`src/cse_pkg.sv`:
```
`timescale 1ns / 1ps
// Shared types, widths and polynomial tables for the Chebyshev series evaluator.
// No dependencies; every other file in src imports this package.
package cse_pkg;

   // fixed-point layout
   localparam int TFRAC   = 26;  // fraction bits of t, t*t and Horner partials
   localparam int OFRAC   = 24;  // fraction bits of the series sum
   localparam int TW      = 28;  // t and t*t, range [-1, 1] in Q.26
   localparam int HW      = 36;  // Horner partials, up to about 112 in Q.26
   localparam int XW      = 32;  // sample and range_low
   localparam int CW      = 32;  // one coefficient, Q8.24
   localparam int SW      = 48;  // series value, Q24.24
   localparam int NUM_COEF  = 7;
   localparam int NUM_TERMS = 4; // Horner terms per polynomial, leading zeros padded

   // configuration port
   localparam int ADDR_W = 6;
   localparam int DATA_W = 64;

   // register indexes, byte address is 8 * index
   localparam logic [2:0] REG_RANGE_LOW   = 3'd0;
   localparam logic [2:0] REG_RANGE_SCALE = 3'd1;
   localparam logic [2:0] REG_COEF_12     = 3'd2;
   localparam logic [2:0] REG_COEF_34     = 3'd3;
   localparam logic [2:0] REG_COEF_56     = 3'd4;
   localparam logic [2:0] REG_COEF_7      = 3'd5;

   typedef logic signed [TW-1:0] tval_type;
   typedef logic signed [HW-1:0] hval_type;
   typedef logic signed [CW-1:0] coef_type;
   typedef logic signed [SW-1:0] sum_type;

   typedef struct packed {
      logic signed [XW-1:0]     range_low;
      logic [31:0]              range_scale;
      coef_type [NUM_COEF:1]    coef;
   } cfg_type;

   // T_k in powers of t*t (odd k still need one more multiply by t).
   // Shorter polynomials get leading zeros: a zero partial rounds to zero exactly.
   localparam int POLY_C [2:7][0:NUM_TERMS-1] = '{
      '{  0,    0,   2,  -1 },
      '{  0,    0,   4,  -3 },
      '{  0,    8,  -8,   1 },
      '{  0,   16, -20,   5 },
      '{ 32,  -48,  18,  -1 },
      '{ 64, -112,  56,  -7 }
   };

   localparam tval_type T_ONE   = TW'(1) << TFRAC;
   localparam sum_type  SUM_ONE = SW'(1) << OFRAC;

   // small integer times one in Q.26
   function automatic hval_type tone_mult(input int c);
      return HW'(c) <<< TFRAC;
   endfunction

endpackage

```
`src/cse_cell.sv`:
```
`timescale 1ns / 1ps
// One cell of the evaluation chain: registered addend + round(a * b / 2^26).
// Depends on cse_pkg for the fraction width.
module cse_cell #(
   parameter int AW = 36,
   parameter int BW = 28,
   parameter int OW = 36
) (
   input  logic                 clock,
   input  logic                 en,
   input  logic signed [AW-1:0] op_a,
   input  logic signed [BW-1:0] op_b,
   input  logic signed [OW-1:0] addend,
   output logic signed [OW-1:0] res_ff
);
   import cse_pkg::*;

   localparam int PW = AW + BW + 1;
   localparam logic signed [PW-1:0] HALF = PW'(1) << (TFRAC - 1);

   logic signed [PW-1:0] prod;
   logic signed [PW-1:0] rnd;
   logic signed [PW-1:0] shf;
   logic signed [OW-1:0] res_in;

   // multiply, round to nearest with ties up, add the neighbor's value
   always_comb begin
      prod   = PW'(op_a) * PW'(op_b);
      rnd    = prod + HALF;
      shf    = rnd >>> TFRAC;
      res_in = addend + OW'(shf);
   end

   always_ff @(posedge clock) begin
      if (en) begin
         res_ff <= res_in;
      end
   end

endmodule

```
`config.mk`:
```
export PLATFORM = sky130hd
export DESIGN_NAME = cse_cell
export DESIGN_NICKNAME = d
export VERILOG_FILES = /design/src/cse_pkg.sv /design/src/cse_cell.sv
export SDC_FILE = /design/constraint.sdc
export NUM_CORES = 2
export LEC_CHECK = 0
export ABC_AREA = 1
export BUFFER_PORTS_ARGS = -buffer_cell sky130_fd_sc_hd__buf_4
export CAP_MARGIN = 20
export CORE_UTILIZATION = 40
export DETAILED_ROUTE_END_ITERATION = 8
export PLACE_DENSITY = 0.53
export SYNTH_ARGS = -nofsm -noshare
export SYNTH_HDL_FRONTEND = slang
export SYNTH_SLANG_ARGS = --single-unit
```
`constraint.sdc`:
```
create_clock -name clock -period 17.6 [get_ports clock]
set_input_delay 2.64 -clock clock [delete_from_list [all_inputs] [get_ports clock]]
set_output_delay 2.64 -clock clock [all_outputs]
set_load 0.05 [all_outputs]
```
Yosys cells after proc, flatten, opt, wreduce, memory -nomap -nowiden
Cells that the tools add are included.

Register bits after elaboration: 36. Latch bits: 0. RAM bits: 0. Memory bits (read-only): 0. Bits of input ports: 102. Output and inout bits: 36. Logic and storage cells: 4. Memories: 0.

Add/sub/neg operators: 2. Multiply operators: 1. Div/mod/pow operators: 0. $lt $le $gt $ge: 0. Equality and inequality tests: 0. Shift operators: 0. Muxes and demuxes: 0. Bitwise operators: 0. Reductions and logical operators: 0.

Operators with widths (number): $add 62x27->62 const B (1); $mul 36x28->62 (1); $add 36x36->36 (1).

Logic depth before layout (Yosys ltp)
Word-level depth: 3. Mapped depth: 48. Gate-level depth less buffers: 46.

Worst setup path before layout
OpenSTA, ideal clock, no wires.

Kind: input to register. From: input port op_a[35]. To: register res_ff[35], data pin. Setup time: 0.253 ns. Arrival: 10.559 ns. Data required time: 17.347 ns. Setup slack: 6.788 ns. Cell stages on the path: 39. Buffers on the path: 2. Path through: buf_2 buf_1 nand2_1 inv_1 fa_1 fa_1 fa_1 fa_1 inv_1 fa_1 inv_1 fa_1 inv_1 fa_1 inv_1 ha_1 ha_1 inv_1 (+3 left out) o21bai_1 a21oi_1 nand2_1 nand2_1 nand2_1 ha_1 nand2_1 inv_1 a21oi_1 a21oi_1 nor2_1 nand3_2 inv_1 nand2_1 nand2_1 nand2_1 nand3_1 nand2_1.

Cells in the longest elaborated chain, start to end: 3.

RTL lines: from (decl) (RTL line cse_cell.sv:11) `input logic signed [AW-1:0] op_a,`; $mul 36x28->62 (RTL line cse_cell.sv:28) `prod = PW'(op_a) * PW'(op_b);`; $add 62x27->62 (RTL line cse_cell.sv:29) `rnd = prod + HALF;`; $add 36x36->36 (RTL line cse_cell.sv:31) `res_in = addend + OW'(shf);`; named net res_in[35] (RTL line cse_cell.sv:24) `logic signed [OW-1:0] res_in;`; to (signal assigned) (RTL line cse_cell.sv:36) `res_ff <= res_in;`; to (decl) (RTL line cse_cell.sv:14) `output logic signed [OW-1:0] res_ff`.

The timed path passes the listed nets, and every way through them passes these cells. A chain may end at the register's enable or synchronous reset.

Worst setup path in the final report
From: input port op_b[1]. To: register res_ff[26], data pin.

Cells in the longest elaborated chain, start to end: 3.

RTL lines: from (decl) (RTL line cse_cell.sv:12) `input logic signed [BW-1:0] op_b,`; $mul 36x28->62 (RTL line cse_cell.sv:28); $add 62x27->62 (RTL line cse_cell.sv:29); $add 36x36->36 (RTL line cse_cell.sv:31); named net res_in[26] (RTL line cse_cell.sv:24).

The timed path passes the listed nets, and every way through them passes these cells.

==> summary.txt <==
Outcome
  • Status: finished, violations left
  • Failing checks: DRC

Final layout
  • Layout cell share with drive strength beyond 1: 0.03900
  • Max reg flops: 36
  • Area growth, synth to finish: 4.931%
  • Most common cell after layout, fill and taps aside: inv_1
  • Largest reg by FF count: res_ff
  • Most frequent cells in the layout: inv_1 (1498), nand2_1 (1312), fa_1 (1014), ha_1 (227), nor2_1 (210)
  • Biggest regs: res_ff x36
  • Final net count: 6265

Timing
  • Setup TNS: 0 ns
  • Max-slew violation count: 0
  • Measured slew at the worst slew-check pin: 0.9160 ns
  • Setup Viol. Count Final: 0
  • Slack of the critical path: 5.725 ns
  • Fin crit share: 0.6747
  • F_max: 0.08421 GHz
  • Fin crit period: 11.88 ns
  • RSZ-0062 raised after global routing: no
  • Rel. slew slack: 0.3887
  • Final Hold Fails: 0

Synth
  • EDFF count, synth: 36
  • Syn_nets: 6339
  • Post-Synthesis Mean Instance Area: 7.877 µm²
  • Synth unique cells: 48
  • Asr flop ratio synth: 0
  • Synth top area cells: fa_1 (52%), inv_1 (14%), nand2_1 (13%), ha_1 (7.2%), edfxtp_1 (2.7%)
  • Cell accounting for the most synthesized area: fa_1
  • Top FF cell, synth: edfxtp_1
  • Cells after Synth: 4996
  • Yosys top cell area share: 0.5158
  • Synthesis-stage register bit count: 36
  • Warning count from the yosys run: 0
  • Register area share after synthesis: 0.02747
  • Post-Syn Area: 39360 µm²

Clock tree
  • CTS tree: done
  • H-Tree Depth: 2
  • CTS Buffer Depth: 2
  • Post-CTS setup buffers: 0
  • Clk slew on worst S/H paths: 0.07 ns
  • Clock Sinks: 36
  • Post_cts resized: 0
  • Cts bufs inserted: 5
  • Hold Buf Count CTS: 0
  • Clk Tree Root Cell: clkbuf_16

Placed design
  • DP HPWL: 98450 µm
  • Final Wtd Congestion: 0.9712
  • Buffers on Ports: 137
  • Pre-CTS setup slack: 5.378 ns

Worst setup path
  • CP Launch Type: input pin
  • Max stage delay on crit path: 1.11 ns
  • Worst Path Required: 17.68 ns
  • Crit end category: flip-flop
  • CP arrival: 11.95 ns
  • Critical Path Fanout Max: 35
  • Worst path slowest cell: fa_1
  • Worst Setup Path Type: in -> reg

Global route
  • Initial antenna violation count: 3
  • Grt met2 use: 0.4332
  • GR Util met3: 0.02827
  • Largest net degree at the start of global routing: 40
  • Gr ovfl total: 0
  • Gr usage total: 0.2480
  • GR Util met1: 0.3324
  • First-pass GRT wire length: 188700 µm
  • Vias in the first global route: 33182
  • Most Crowded Layer GR: met2

Floorplanning
  • Row Count: 114
  • IO Pins: 138
  • Initial Utilization: 0.4052
  • Core area: 97140 µm²
  • Die ar.: 99650 µm²
  • Chip Height: 315.7 µm
  • Die Width: 315.7 µm

Run
  • Max-Cap Viols: 0

Route
  • DR iter-0 viols: 1711
  • First-pass DRT Iterations: 9
  • DR DRC count: 10
  • Wirelength per Cell: 18.96 µm
  • Post-route ant nets: 0
  • Via Count: 30392
  • Via-per-instance ratio: 4.901
  • Routed WL: 117600 µm

Worst hold path
  • HP Class: in -> reg
  • Hold Path Stages: 2
## kinds of logic after synthesis
logic type,Yosys count,synth area share
adders and majority gates,1241,0.5880
and+or+nand+nor,1664,0.1663
DFF,36,0.02747
AOI/OAI and AO/OA,276,0.04022
xor gates and xnor gates,60,0.01354
buffers and inverters,1719,0.1645
## worst paths after layout
kind / start / end / slack, ns
setup / recovery: op_b[1] / res_ff[26] / 5.72
hold / removal: addend[0] / res_ff[0] / 2.65
## synth_stat cells (2+ instances only)
cell         n
inv_1     1498
nand2_1   1312
fa_1      1014
ha_1       227
nor2_1     210
clkbuf_1   152
a21oi_1    130
o21ai_0     73
nand3_1     66
buf_1       59
xor2_1      41
edfxtp_1    36
nor3_1      18
xnor2_1     18
a21o_1      15
o21bai_1    14
nand4_1     13
or2_2       12
o21a_1      10
nand2_2      9
o211ai_1     7
a31oi_1      5
a21boi_0     4
buf_2        4
buf_4        4
nand3_2      4
nor3_2       4
nor4_1       4
o21ai_1      4
o21ai_2      4
nand3b_1     3
nor2_2       3
a211oi_1     2
inv_2        2
o221a_2      2
## stage by stage
stage / utilization / std cells / hold slack, ns / cell area (µm²)
2_1_floorplan: - / 4996 / 2.753 / 39360
3_3_place_gp: 0.4236 / 6191 / 2.996 / 41150
4_1_cts: 0.4251 / 6199 / 2.667 / 41290
3_5_place_dp: 0.4236 / 6191 / 2.971 / 41150
5_1_grt: 0.4251 / 6200 / 2.667 / 41290
6_report: 0.4251 / 6201 / 2.653 / 41300
## layer usage
metal / routed length (µm) / vias to the layer above
met2: 58850 / 759
met4: 2577 / 2
met3: 6118 / 130
met5: 13 / -
met1: 49990 / 15648
li1: - / 13853
## critical path, delay by kind of cell
kind	cells	cell delay, ns
XOR/XNOR	1	0.35
AO/OA/AOI/OAI	1	0.28
AND/OR/NAND/NOR	11	1.78
adder cells (fa/ha/maj)	10	5.58
buffers and inverters	8	1.23
## final cells by class
cell class                 count  area, µm²
inverter                    1500       5630
fill                       10130      55840
clock inverter                 2      16.27
tap                         1276       1597
sequential                    36       1081
multi-input combinational   3241      31800
timing repair buffer         138       1036
clock buffer                   6      128.9
antenna                        2      5.005
Power is not shown: default switching activity piles up to over one toggle a cycle in this logic, so the estimate is an artifact.
