**src/cse_pkg.sv**
```systemverilog
`timescale 1ns / 1ps
// Shared types, widths and polynomial tables for the Chebyshev series evaluator.
// No dependencies; every other file in src imports this package.
package cse_pkg;

   // fixed-point layout
   localparam int TFRAC   = 26;  // fraction bits of t, t*t and Horner partials
   localparam int OFRAC   = 24;  // fraction bits of the series sum
   localparam int TW      = 28;  // t and t*t, range [-1, 1] in Q.26
   localparam int HW      = 36;  // Horner partials, up to about 112 in Q.26
   localparam int XW      = 32;  // sample and range_low
   localparam int CW      = 32;  // one coefficient, Q8.24
   localparam int SW      = 48;  // series value, Q24.24
   localparam int NUM_COEF  = 7;
   localparam int NUM_TERMS = 4; // Horner terms per polynomial, leading zeros padded

   // configuration port
   localparam int ADDR_W = 6;
   localparam int DATA_W = 64;

   // register indexes, byte address is 8 * index
   localparam logic [2:0] REG_RANGE_LOW   = 3'd0;
   localparam logic [2:0] REG_RANGE_SCALE = 3'd1;
   localparam logic [2:0] REG_COEF_12     = 3'd2;
   localparam logic [2:0] REG_COEF_34     = 3'd3;
   localparam logic [2:0] REG_COEF_56     = 3'd4;
   localparam logic [2:0] REG_COEF_7      = 3'd5;

   typedef logic signed [TW-1:0] tval_type;
   typedef logic signed [HW-1:0] hval_type;
   typedef logic signed [CW-1:0] coef_type;
   typedef logic signed [SW-1:0] sum_type;

   typedef struct packed {
      logic signed [XW-1:0]     range_low;
      logic [31:0]              range_scale;
      coef_type [NUM_COEF:1]    coef;
   } cfg_type;

   // T_k in powers of t*t (odd k still need one more multiply by t).
   // Shorter polynomials get leading zeros: a zero partial rounds to zero exactly.
   localparam int POLY_C [2:7][0:NUM_TERMS-1] = '{
      '{  0,    0,   2,  -1 },
      '{  0,    0,   4,  -3 },
      '{  0,    8,  -8,   1 },
      '{  0,   16, -20,   5 },
      '{ 32,  -48,  18,  -1 },
      '{ 64, -112,  56,  -7 }
   };

   localparam tval_type T_ONE   = TW'(1) << TFRAC;
   localparam sum_type  SUM_ONE = SW'(1) << OFRAC;

   // small integer times one in Q.26
   function automatic hval_type tone_mult(input int c);
      return HW'(c) <<< TFRAC;
   endfunction

endpackage

```
**src/cse_norm.sv**
```systemverilog
`timescale 1ns / 1ps
// Sample normalization: t = (x - range_low) * range_scale - 1, clamped to [-1, 1].
// Three pipeline stages; depends on cse_pkg.
module cse_norm (
   input  logic                      clock,
   input  logic [2:0]                en,
   input  logic signed [31:0]        sample,
   input  logic signed [31:0]        range_low,
   input  logic [31:0]               range_scale,
   output cse_pkg::tval_type         t_ff,
   output logic                      flag_ff
);
   import cse_pkg::*;

   localparam logic [63:0] U_TWO  = 64'(1) << 41;
   localparam logic [41:0] U_HALF = 42'(1) << 13;

   logic signed [32:0] d_ff, d_in;
   logic [63:0]        u_ff, u_in;
   logic               neg_ff, nz_ff;
   logic [41:0]        u_sum;
   tval_type           t_calc, t_in;
   logic               flag_in;

   // stage 0: exact 33-bit difference
   assign d_in = 33'(sample) - 33'(range_low);

   // stage 1: Q.40 product, valid when the difference is not negative
   assign u_in = 64'(d_ff[31:0]) * 64'(range_scale);

   // stage 2: round to Q.26 and clamp
   always_comb begin
      u_sum  = u_ff[41:0] + U_HALF;
      t_calc = TW'(u_sum >> 14) - T_ONE;
      if (neg_ff) begin
         t_in    = -T_ONE;
         flag_in = nz_ff;
      end else if (u_ff > U_TWO) begin
         t_in    = T_ONE;
         flag_in = 1'b1;
      end else begin
         t_in    = t_calc;
         flag_in = 1'b0;
      end
   end

   always_ff @(posedge clock) begin
      if (en[0]) begin
         d_ff <= d_in;
      end
      if (en[1]) begin
         u_ff   <= u_in;
         neg_ff <= d_ff[32];
         nz_ff  <= |range_scale;
      end
      if (en[2]) begin
         t_ff    <= t_in;
         flag_ff <= flag_in;
      end
   end

endmodule

```
**config.mk**
```make
export PLATFORM = sky130hd
export DESIGN_NAME = cse_norm
export DESIGN_NICKNAME = d
export VERILOG_FILES = /design/src/cse_pkg.sv /design/src/cse_norm.sv
export SDC_FILE = /design/constraint.sdc
export NUM_CORES = 2
export LEC_CHECK = 0
export ABC_AREA = 1
export BUFFER_PORTS_ARGS = -buffer_cell sky130_fd_sc_hd__buf_4
export CORE_MARGIN = 2
export CORE_UTILIZATION = 61
export DETAILED_ROUTE_END_ITERATION = 8
export GPL_ROUTABILITY_DRIVEN = 0
export PLACE_DENSITY = 0.82
export SYNTH_ARGS = -nofsm -noshare
export SYNTH_HDL_FRONTEND = slang
export SYNTH_SLANG_ARGS = --single-unit
```
**constraint.sdc**
```tcl
create_clock -name clock -period 17.4 [get_ports clock]
set_input_delay 3.48 -clock clock [delete_from_list [all_inputs] [get_ports clock]]
set_output_delay 3.48 -clock clock [all_outputs]
set_load 0.01 [all_outputs]
```
; ---- Word-level counts from Yosys, hierarchy flattened
; Index checks and enable logic that the tools add are counted.
[word_totals]
ff_bits = 128
in_bits = 100
out_inout_bits = 29
word_cells = 17
[op_classes]
n_addsub = 3
mul = 1
order_cmp = 1
mux = 3
n_reduce_logical = 2
[op_table]
columns = cell, n
row1 = $gt A64 B42 Y1 const B, 1
row2 = $mul A32 B32 Y64, 1
row3 = $add A42 B14 Y42 const B, 1
row4 = $sub A32 B32 Y33, 1
row5 = $reduce_or A32 Y1, 1
row6 = $mux W28, 1
row7 = $sub A28 B27 Y28 const B, 1
row8 = $mux W1, 2
row9 = $reduce_or A2 Y1, 1

; ---- Longest topological paths before layout
[depth]
word_depth = 3
depth_mapped = 31
mapped_depth_nobuf = 29

; ---- Least setup slack after synthesis
; No wires, ideal clock.
[synth_timing]
path_type = input to register
start = input port range_scale[5]
end = register u_ff[60] (data pin)
setup_ns = 0.252
arrival_ns = 9.343
t_required_ns = 17.148
slack_ns = 7.804
stages = 26
n_path_buf = 2
path_cell_list = clkbuf_1 -> clkbuf_1 -> nand2_1 -> fa_1 -> inv_1 -> fa_1 -> fa_1 -> inv_1 -> fa_1 -> inv_1 -> fa_1 -> fa_1 -> fa_1 -> inv_1 -> fa_1 -> inv_1 -> ha_1 -> nand2_1 -> nor2_1 -> inv_1 -> nor3_1 -> nand2_1 -> nor2_1 -> nand2_1 -> nand3_1 -> nand2_1
[synth_between]
elab_chain_len = 1
[synth_lines]
columns = item, line
row1 = "start, declared", cse_norm.sv:9  ; input logic [31:0] range_scale,
row2 = $mul A32 B32 Y64, cse_norm.sv:29  ; assign u_in = 64'(d_ff[31:0]) * 64'(range_scale);
row3 = net u_in[60], cse_norm.sv:19  ; logic [63:0] u_ff, u_in;
row4 = "end signal, assigned", cse_norm.sv:52  ; u_ff <= u_in;
row5 = "end, declared", cse_norm.sv:19
; The timed path passes the listed nets, and every way through them passes these cells.
; A chain may end at the register's enable or synchronous reset.

; ---- Final worst setup path
[layout_timing]
start = input port range_scale[9]
end = register u_ff[58] (data pin)
; Same word-level chain as after synthesis.

==> out/qor.yml <==
status:
  run_status: "finished clean"
synthesis:
  synth.top_cells.by_area: "fa_1 (42%), inv_1 (16%), nand2_1 (15%), edfxtp_1 (8.9%), ha_1 (8.6%)"
  post_synth_instance_area_um2: 43200
  cell_type_with_the_highest_aggregate_area_in_the_netlist: "fa_1"
  yosysUniqueCellTypes: 37
  seq_area_frac_synth_pct: 8.91
  synthesized_netlist_cell_count: 5756
  synth_top_area_share_pct: 41.6
  yosys_warning_total: 0
  synth_nets: 7049
  synth.ff_latch_count: 128
  syn-mean-instance-area_um2: 7.50
routing:
  routed_wirelength_um: 117000
  viasPerCell: 5.36
  drt_first_pass_iters: 9
  route.antenna.remaining_nets: 0
  drt-wirelength-per-cell_um: 17.6
  drt_first_iter_violations: 3410
  detail_route.drc_violations: 0
  num_vias: 35700
clock_tree:
  cts_tree: "done"
  tritoncts.num_buffers: 17
  ctsLongestPathBuffers: 2
  worst_setup_hold_path_clk_slew_ns: 0.06
  hold_buf_cts: 0
  cts.sink_count: 128
  insertion_delay_ns: 0.50
  post_cts_resize_count: 0
  post-cts-setup-buffer-count: 0
  htreeDepth: 4
  ctsRootBufferMaster: "clkbuf_16"
floorplan:
  die_x_um: 270
  vertical_die_dimension_um: 270
  number_of_top_level_pins: 129
  std_cell_rows: 97
  floorplan.initialDensity_pct: 61.6
  placeableCoreArea_um2: 70000
  die_area_um2: 72900
worst_setup_path:
  delay_contributed_by_the_slowest_stage_of_the_critical_path_ns: 0.59
  timing.critical_path.mode_cell: "fa_1"
  startpoint_type: "primary input"
  timing.critical_path.cells: "buf_4 -> nand2_1 -> inv_1 -> fa_1 -> fa_1 -> inv_1 -> fa_1 -> fa_1 -> inv_1 -> fa_1 -> fa_1 -> fa_1 -> fa_1 -> ha_1 -> nand2_1 -> inv_1 -> nand2_1 -> nand2_1 -> a21oi_1 -> nand3_1 -> nand2_1 -> nand3_1 -> nand2_1 -> nand2_1"
  timing.critical_path.fanout_max: 33
  timing.critical_path.to_type: "flop"
  critPathKind: "primary input to flop"
  cp_data_required_time_ns: 17.62
  worstPathBufferInverterCount: 5
  cp_delay_by_family_top: "adder cells"
  crit_path_top_delay_cell: "fa_1"
  cp.arrival_ns: 10.17
global_routing:
  grt.met3_usage_pct: 7.45
  met1_usage_pct: 41.2
  grt_start_max_net_pins: 67
  grt_pass1_wl_um: 192000
  grt_busiest_layer: "met2"
  grt_antenna_before_repair: 1
  number_of_global_route_vias_before_repair: 37800
  grt-ovfl-total: 0
  gr-usage-met2_pct: 54.9
  groute.usage.overall_pct: 33.6
timing:
  clock-skew-final_ns: 0.0254
  rsz0062_at_grt: "no"
  fmaxAchievable_mhz: 101
  slew_headroom_pct: 40.3
  finalHoldViolCount: 0
  fin_setup_tns_ns: 0
  setup_viol: 0
  timing.final.max_slew_violations: 0
  max_slew.worst_pin.slew_ns: 0.896
  finalWorstPathRequiredPeriod_ns: 9.95
  final.period_utilization_pct: 57.2
place:
  io_buffer_count: 128
  dp_hpwl_um: 91500
job:
  drv_cap: 0
layout:
  drive_gt1_share_pct: 3.90
  mostFrequentLayoutCells: "inv_1 (1842), nand2_1 (1752), fa_1 (897), ha_1 (296), nor2_1 (200)"
  num-fill-cells: 5829
  mostFrequentLayoutCell: "inv_1"
  final_net_count: 7002
  layout-area-overhead-vs-synth_pct: 4.92
hold_path:
  min_path_type: "flop to flop"
cells by family after synthesis:
family / count (synthesis) / synth area share, %
flops: 128 / 8.91
buf+inv: 2073 / 18.0
xor+xnor: 65 / 1.32
compound gates: 141 / 1.78
simple gates: 2156 / 19.8
fa+ha+maj: 1193 / 50.2
final timing paths:
kind | start | cells past startpoint | endpoint | slack [ns]
worst max-delay path | range_scale[9] | 24 | u_ff[58] | 7.45
worst min-delay path | neg_ff | 2 | t_ff[27] | 0.59
worst max register to register | d_ff[14] | 24 | u_ff[58] | 10.07
worst min register to register | neg_ff | 2 | t_ff[27] | 0.59
through the flow:
stage               worst slack, ns  hold slack (ns)  instances  cell area [um^2]  util, %
global placement               7.23            0.578       6630             44700     63.8
finish                         7.45            0.586       6663             45300     64.7
detailed placement             7.14            0.593       6630             44700     63.8
floorplan                      7.80            0.400       5756             43200        -
CTS                            7.63            0.607       6662             45300     64.7
global route                   7.31            0.625       6662             45300     64.7
tightest hold or removal path, stage by stage (launching register included):
cell	delay, ns
edfxtp_1	0.32
inv_1	0.07
nand2_1	0.09
Yosys cell counts:
cell type     n
nor3_1       29
fa_1        897
a31oi_1       1
clkbuf_1    220
nand4_1      28
edfxtp_1    128
o21a_1        5
nand2_1    1752
nand3_1      99
nand3b_1      5
nand4_2       1
and2_0        2
xnor2_1       7
nor2_1      200
nor3_2        4
ha_1        296
inv_1      1842
nor2_4        3
nor3b_2       2
or2_2         2
nor4_1       12
o21bai_2      1
a21o_1        2
nand3_2       2
nor2_8        1
nand2_2       6
o21ai_0      24
o21bai_1     14
buf_2         2
a21oi_1      93
xor2_1       58
nand2_4       2
inv_2         5
nor2_2        5
o211ai_1      1
nor3b_1       1
buf_1         4
sequential cells by signal, summed over array words and instances, names as in the netlist:
signal   flops
t_ff        28
u_ff        64
neg_ff       1
nz_ff        1
d_ff        33
flag_ff      1
cell type report:
class	count	area [um^2]	area share (%)
inverter	1847	6930	15.3
clock buffer	20	437	0.964
antenna	1	2.50	0.00553
sequential	128	3840	8.49
clock inverter	12	156	0.345
multi-input combinational	3555	31500	69.6
timing repair buffer	160	1200	2.65
tap	940	1180	2.60
metal layers:
layer	share of wire, %	wire length, um
met2	48	55900
met1	35	40900
met4	6.8	7980
met5	0	0
met3	11	12700
Power is left out: the tool's default activity adds up to more than one toggle a clock period on the data nets, which glitch-free logic cannot reach.
