[src/cse_pkg.sv]
`timescale 1ns / 1ps
// Shared types, widths and polynomial tables for the Chebyshev series evaluator.
// No dependencies; every other file in src imports this package.
package cse_pkg;

   // fixed-point layout
   localparam int TFRAC   = 26;  // fraction bits of t, t*t and Horner partials
   localparam int OFRAC   = 24;  // fraction bits of the series sum
   localparam int TW      = 28;  // t and t*t, range [-1, 1] in Q.26
   localparam int HW      = 36;  // Horner partials, up to about 112 in Q.26
   localparam int XW      = 32;  // sample and range_low
   localparam int CW      = 32;  // one coefficient, Q8.24
   localparam int SW      = 48;  // series value, Q24.24
   localparam int NUM_COEF  = 7;
   localparam int NUM_TERMS = 4; // Horner terms per polynomial, leading zeros padded

   // configuration port
   localparam int ADDR_W = 6;
   localparam int DATA_W = 64;

   // register indexes, byte address is 8 * index
   localparam logic [2:0] REG_RANGE_LOW   = 3'd0;
   localparam logic [2:0] REG_RANGE_SCALE = 3'd1;
   localparam logic [2:0] REG_COEF_12     = 3'd2;
   localparam logic [2:0] REG_COEF_34     = 3'd3;
   localparam logic [2:0] REG_COEF_56     = 3'd4;
   localparam logic [2:0] REG_COEF_7      = 3'd5;

   typedef logic signed [TW-1:0] tval_type;
   typedef logic signed [HW-1:0] hval_type;
   typedef logic signed [CW-1:0] coef_type;
   typedef logic signed [SW-1:0] sum_type;

   typedef struct packed {
      logic signed [XW-1:0]     range_low;
      logic [31:0]              range_scale;
      coef_type [NUM_COEF:1]    coef;
   } cfg_type;

   // T_k in powers of t*t (odd k still need one more multiply by t).
   // Shorter polynomials get leading zeros: a zero partial rounds to zero exactly.
   localparam int POLY_C [2:7][0:NUM_TERMS-1] = '{
      '{  0,    0,   2,  -1 },
      '{  0,    0,   4,  -3 },
      '{  0,    8,  -8,   1 },
      '{  0,   16, -20,   5 },
      '{ 32,  -48,  18,  -1 },
      '{ 64, -112,  56,  -7 }
   };

   localparam tval_type T_ONE   = TW'(1) << TFRAC;
   localparam sum_type  SUM_ONE = SW'(1) << OFRAC;

   // small integer times one in Q.26
   function automatic hval_type tone_mult(input int c);
      return HW'(c) <<< TFRAC;
   endfunction

endpackage

[src/cse_csr.sv]
`timescale 1ns / 1ps
// Configuration registers behind an APB-style port, 64-bit data, 8-byte stride.
// Depends on cse_pkg for the configuration struct.
module cse_csr (
   input  logic                         clock,
   input  logic                         reset,
   input  logic                         csr_psel,
   input  logic                         csr_penable,
   input  logic                         csr_pwrite,
   input  logic [cse_pkg::ADDR_W-1:0]   csr_paddr,
   input  logic [cse_pkg::DATA_W-1:0]   csr_pwdata,
   output logic [cse_pkg::DATA_W-1:0]   csr_prdata,
   output logic                         csr_pready,
   output cse_pkg::cfg_type             cfg
);
   import cse_pkg::*;

   logic [31:0] low_ff, scale_ff, c7_ff;
   logic [63:0] c12_ff, c34_ff, c56_ff;
   logic [2:0]  reg_idx;
   logic        wr_en;

   assign reg_idx    = csr_paddr[5:3];
   assign wr_en      = csr_psel & csr_penable & csr_pwrite & csr_pready;
   assign csr_pready = 1'b1;

   // register writes; unknown indexes are dropped
   always_ff @(posedge clock) begin
      if (reset) begin
         low_ff   <= 32'hFFFF_0000;
         scale_ff <= 32'h0100_0000;
         c12_ff   <= '0;
         c34_ff   <= '0;
         c56_ff   <= '0;
         c7_ff    <= '0;
      end else if (wr_en) begin
         case (reg_idx)
            REG_RANGE_LOW:   low_ff   <= csr_pwdata[31:0];
            REG_RANGE_SCALE: scale_ff <= csr_pwdata[31:0];
            REG_COEF_12:     c12_ff   <= csr_pwdata;
            REG_COEF_34:     c34_ff   <= csr_pwdata;
            REG_COEF_56:     c56_ff   <= csr_pwdata;
            REG_COEF_7:      c7_ff    <= csr_pwdata[31:0];
            default: ;
         endcase
      end
   end

   // read mux
   always_comb begin
      case (reg_idx)
         REG_RANGE_LOW:   csr_prdata = {32'b0, low_ff};
         REG_RANGE_SCALE: csr_prdata = {32'b0, scale_ff};
         REG_COEF_12:     csr_prdata = c12_ff;
         REG_COEF_34:     csr_prdata = c34_ff;
         REG_COEF_56:     csr_prdata = c56_ff;
         REG_COEF_7:      csr_prdata = {32'b0, c7_ff};
         default:         csr_prdata = '0;
      endcase
   end

   // unpack into the datapath view
   always_comb begin
      cfg.range_low   = low_ff;
      cfg.range_scale = scale_ff;
      cfg.coef[1]     = c12_ff[31:0];
      cfg.coef[2]     = c12_ff[63:32];
      cfg.coef[3]     = c34_ff[31:0];
      cfg.coef[4]     = c34_ff[63:32];
      cfg.coef[5]     = c56_ff[31:0];
      cfg.coef[6]     = c56_ff[63:32];
      cfg.coef[7]     = c7_ff;
   end

endmodule

[config.mk]
export PLATFORM = sky130hd
export DESIGN_NAME = cse_csr
export DESIGN_NICKNAME = d
export VERILOG_FILES = /design/src/cse_pkg.sv /design/src/cse_csr.sv
export SDC_FILE = /design/constraint.sdc
export NUM_CORES = 1
export LEC_CHECK = 0
export BUFFER_PORTS_ARGS = -buffer_cell sky130_fd_sc_hd__buf_2
export CAP_MARGIN = 20
export CORE_AREA = 2 2 165 167
export DETAILED_ROUTE_END_ITERATION = 16
export DIE_AREA = 0 0 167 169
export GPL_TIMING_DRIVEN = 0
export PLACE_DENSITY = 0.85
export SLEW_MARGIN = 10
export SYNTH_ARGS = -nofsm -noshare
export SYNTH_HDL_FRONTEND = slang
export SYNTH_SLANG_ARGS = --single-unit
export TNS_END_PERCENT = 10
[constraint.sdc]
create_clock -name clock -period 7.75 [get_ports clock]
set_input_delay 2.325 -clock clock [delete_from_list [all_inputs] [get_ports clock]]
set_output_delay 2.325 -clock clock [all_outputs]
set_load 0.02 [all_outputs]
* After elaboration in Yosys (flattened, before gate mapping)
Cells that the tools add are included.
** Cells by class
- Equal/unequal tests :: 5
- Mux-type cells :: 1
- Bitwise gates (word level) :: 2
- Reductions and logical operators :: 7
** Operators with widths (count)
- $pmux W64 S6 :: 1
- $reduce_and A2 Y1 :: 6
- $eq A3 B2 Y1 const B :: 2
- $eq A3 B3 Y1 const B :: 2
- $eq A3 B1 Y1 const B :: 1
- $logic_not A3 Y1 :: 1
- $and A1 B1 Y1 :: 2
** Word-level totals
- Bits in registers :: 288
- Input port bits :: 75
- Output and inout bits :: 353
- Word-level logic and storage cells :: 21

* Longest topological paths before layout
- Depth after elaboration :: 3
- Mapped depth :: 8
- Gate-level depth less buffers :: 3

* Worst setup path after synthesis
No wires, ideal clock.
- Path type :: input-to-output
- Start point :: input port csr_paddr[4] (netlist name)
- End point :: output port csr_prdata[10] (netlist name)
- Arrival :: 3587 ps
- Data required time :: 5425 ps
- Slack :: 1838 ps
- Stages on the path :: 6
- Buffers on the path :: 3
- Cell sequence :: buf_6 buf_2 buf_2 mux2_2 a32oi_1 o21ai_0
** Between the ends
- Word-level cells in the longest chain between the ends :: 2
- Elaborated cells between the ends (all ways) :: 7
- Those cells by class :: 5 x eq/ne; 1 x mux; 1 x reduce/logical
** RTL lines
- start: declaration :: line cse_csr.sv:10 : input logic [cse_pkg::ADDR_W-1:0] csr_paddr,
- $eq A3 B3 Y1, or another cell as far along :: line cse_csr.sv:51 : case (reg_idx)
- $pmux W64 S6 * :: line cse_csr.sv:51
- end: declaration :: line cse_csr.sv:12 : output logic [cse_pkg::DATA_W-1:0] csr_prdata,
Mark *: on every way between the ends. The rest lies on a longest branch, timed or not.

* Worst setup path in the final report
- Start point :: input port csr_paddr[3] (netlist name)
- End point :: output port csr_prdata[1] (netlist name)
The elaborated chain is that of the path after synthesis.

==> run_results.csv <==
group,metric,value,unit
run_status,status,"complete, but fails checks",
run_status,violations,"negative setup slack",
logic_synthesis,yosysTopAreaCellShare,41.81,%
grt,groute.usage.overall,41.29,%
power,p_leak,7.370,nW
timing,final_max_slew_viol_count,0,
power,power_density,190.3,mW/mm^2
logic_synthesis,synth.area.top_cells,"dfxtp_1 (42%), o21ai_0 (13%), nor2b_1 (7.4%)",
floorplanning,io-pin-count,428,
logic_synthesis,yosys_warnings,0,
grt,antenna_found_initial,8,
cells_and_area,mostFrequentLayoutCells,"buf_2 (441), o21ai_0 (346), dfxtp_1 (288)",
cts,root_buffer,"clkbuf_16",
cells_and_area,fin_area,0.01733,mm^2
timing,fin_ws,-24.51,ps
logic_synthesis,synthCells,1577,
worst_setup_path,crit_arrival,5450,ps
logic_synthesis,synth.cell_area,0.01379,mm^2
cts,cts_setup_buffers,0,
timing,skew,0,ps
cells_and_area,fin_nets,2105,
place,place_congestion,0.9740,
logic_synthesis,ys_types,31,
grt,grt_pass1_wl,89520,um
drt,drc,0,
place,placed_area,0.01632,mm^2
power,peakVddDrop,0.1358,mV
timing,setup_viol,1,
place,hpwl,43450,um
logic_synthesis,ys_ff_latch,288,
drt,viasPerCell,6.361,
timing,post-route-period-util,100.3,%
logic_synthesis,synth-seq-area-share,41.81,%
grt,grt_overflow_total,0,
drt,wl_per_cell,25.63,um
worst_setup_path,cp-start-kind,"primary input",
cells_and_area,final_common_cell,"buf_2",
cells_and_area,drive_gt1_share,29.11,%
cts,cts_hold_buf,0,
cells_and_area,syn_to_final_growth,25.69,%
worst_setup_path,end_kind,"output pin",
drt,ant_nets,0,
floorplanning,die_height,169,um
cts,path_clk_slew,60,ps
cts,worstSkewPairLatency,550,ps
place,portBuffers,421,
cts,ctsLongestPathBuffers,3,
timing,hold_violations,0,
power,fin_total_pwr,3.298,mW
floorplanning,std_cell_rows,60,
cts,post_cts_resized,0,
worst_setup_path,r2r_setup_slack,6800,ps
worst_setup_path,cp_max_fo,10,
floorplanning,die_x,167,um
timing,clock.fmax,0.1286,GHz
cts,cts.sinks,288,
grt,grt_pass1_vias,14630,
cells_and_area,final_core_util,65.41,%
timing,worst_pin_slew,1162,ps
worst_setup_path,crit_type,"primary input to output pin",
worst_hold_path,min-delay-path-class,"flop to flop",
cells_and_area,multi_input_area,0.007238,mm^2
timing,rsz0062_at_grt,"false",
cells_and_area,fillCellCount,2266,
grt,grt_max_degree,15,
drt,routed_wl,61490,um
drt,initialDrtViolationCount,1908,
job,drv_cap,0,
worst_setup_path,required,5430,ps
timing,min_period,7775,ps
cts,cts_tree,"yes",
cells_and_area,ff_latch_area,0.005766,mm^2
logic_synthesis,syn_nets,1652,
logic_synthesis,synth_top_area_cell,"dfxtp_1",
floorplanning,die_area,0.02822,mm^2
cts,cts_max_level,1,
drt,vias,15260,
floorplanning,core,0.02650,mm^2
cts,cts_buffers,30,
floorplanning,start_util,52.04,%
logic_synthesis,avgSynthCellArea,8.745,um^2
drt,drt-pass1-iter-count,5,
timing,relSlewSlack,22.51,%
cell usage after synthesis:
library cell	number
or2_1	1
or2_4	1
and4b_1	1
o21ai_1	48
a221oi_1	3
dfxtp_1	288
mux2i_1	96
buf_1	6
nor2_1	35
or3_1	1
nor2b_1	163
a21oi_1	67
conb_1	1
o21ai_0	346
buf_6	15
inv_2	1
nand4_4	1
o2bb2ai_1	32
nor3_2	2
buf_4	6
clkbuf_1	119
a22oi_1	32
o21ai_2	19
and2_0	1
nand4b_1	1
nand3_1	65
mux2_2	64
buf_2	20
nand2b_1	112
nand2b_4	1
a32oi_1	29
logic make-up (layout without fill, tap and decap cells):
logic type | count (synthesis) | after routing | share of synthesized area [%]
AOI/OAI and AO/OA | 576 | 576 | 23.74
buffers and inverters | 167 | 641 | 5.707
DFF | 288 | 288 | 41.81
muxes | 160 | 160 | 12.19
other | 1 | 8 | 0.02719
and+or+nand+nor | 385 | 385 | 16.52
worst max-delay path, cell delays in order:
cell      delay [ps]
buf_2            110
buf_4            210
nor2b_1          200
clkbuf_1         880
clkbuf_1         910
a32oi_1          170
o21ai_0          340
buf_2            290
routing by layer:
layer  global-route usage [%]  part of all wire, %  up-vias  wire (um)
met1                    50.01                   36     7147      21990
met2                    65.32                   44     1300      27140
met5                        0                0.020        -         12
li1                         -                    -     6502          -
met3                    10.15                   12      309       7595
met4                    27.62                  7.7        2       4745
through the flow:
stage	setup TNS, ps	setup slack, ps	hold slack [ps]	instances
6_report	-24.51	-24.51	492.1	2399
5_1_grt	0	94.53	510.8	2398
4_1_cts	0	345.1	492.5	2392
3_5_place_dp	0	347.3	477.2	2339
3_3_place_gp	0	403.5	468.5	2339
2_1_floorplan	0	1838	555.5	1577
state kept, by name, indices dropped and copies added (netlist names):
register	count
low_ff	32
c7_ff	32
c34_ff	64
c56_ff	64
c12_ff	64
scale_ff	32
final cells by class:
| class | count | area share (%) |
|---|---|---|
| multi-input combinational | 1122 | 41.76 |
| sequential | 288 | 33.26 |
| timing repair buffer | 421 | 12.16 |
| clock buffer | 45 | 5.183 |
| buffer | 166 | 4.519 |
| tap | 341 | 2.462 |
| clock inverter | 8 | 0.5342 |
| antenna | 7 | 0.1011 |
| inverter | 1 | 0.02166 |
final timing paths:
check / start / end / depth (start not counted)
max: csr_paddr[3] / csr_prdata[1] / 8
min: low_ff[14] / low_ff[14] / 2
max reg2reg: c12_ff[15] / c12_ff[15] / 3
min reg2reg: low_ff[14] / low_ff[14] / 2
power breakdown:
group	switching [mW]	leakage, nW	internal (mW)	total (mW)
sequential	0.0106	2.32	1.49	1.50
combinational	0.235	4.56	0.0827	0.318
clock	0.619	0.489	0.860	1.48
(Power assumes the default switching activity.)
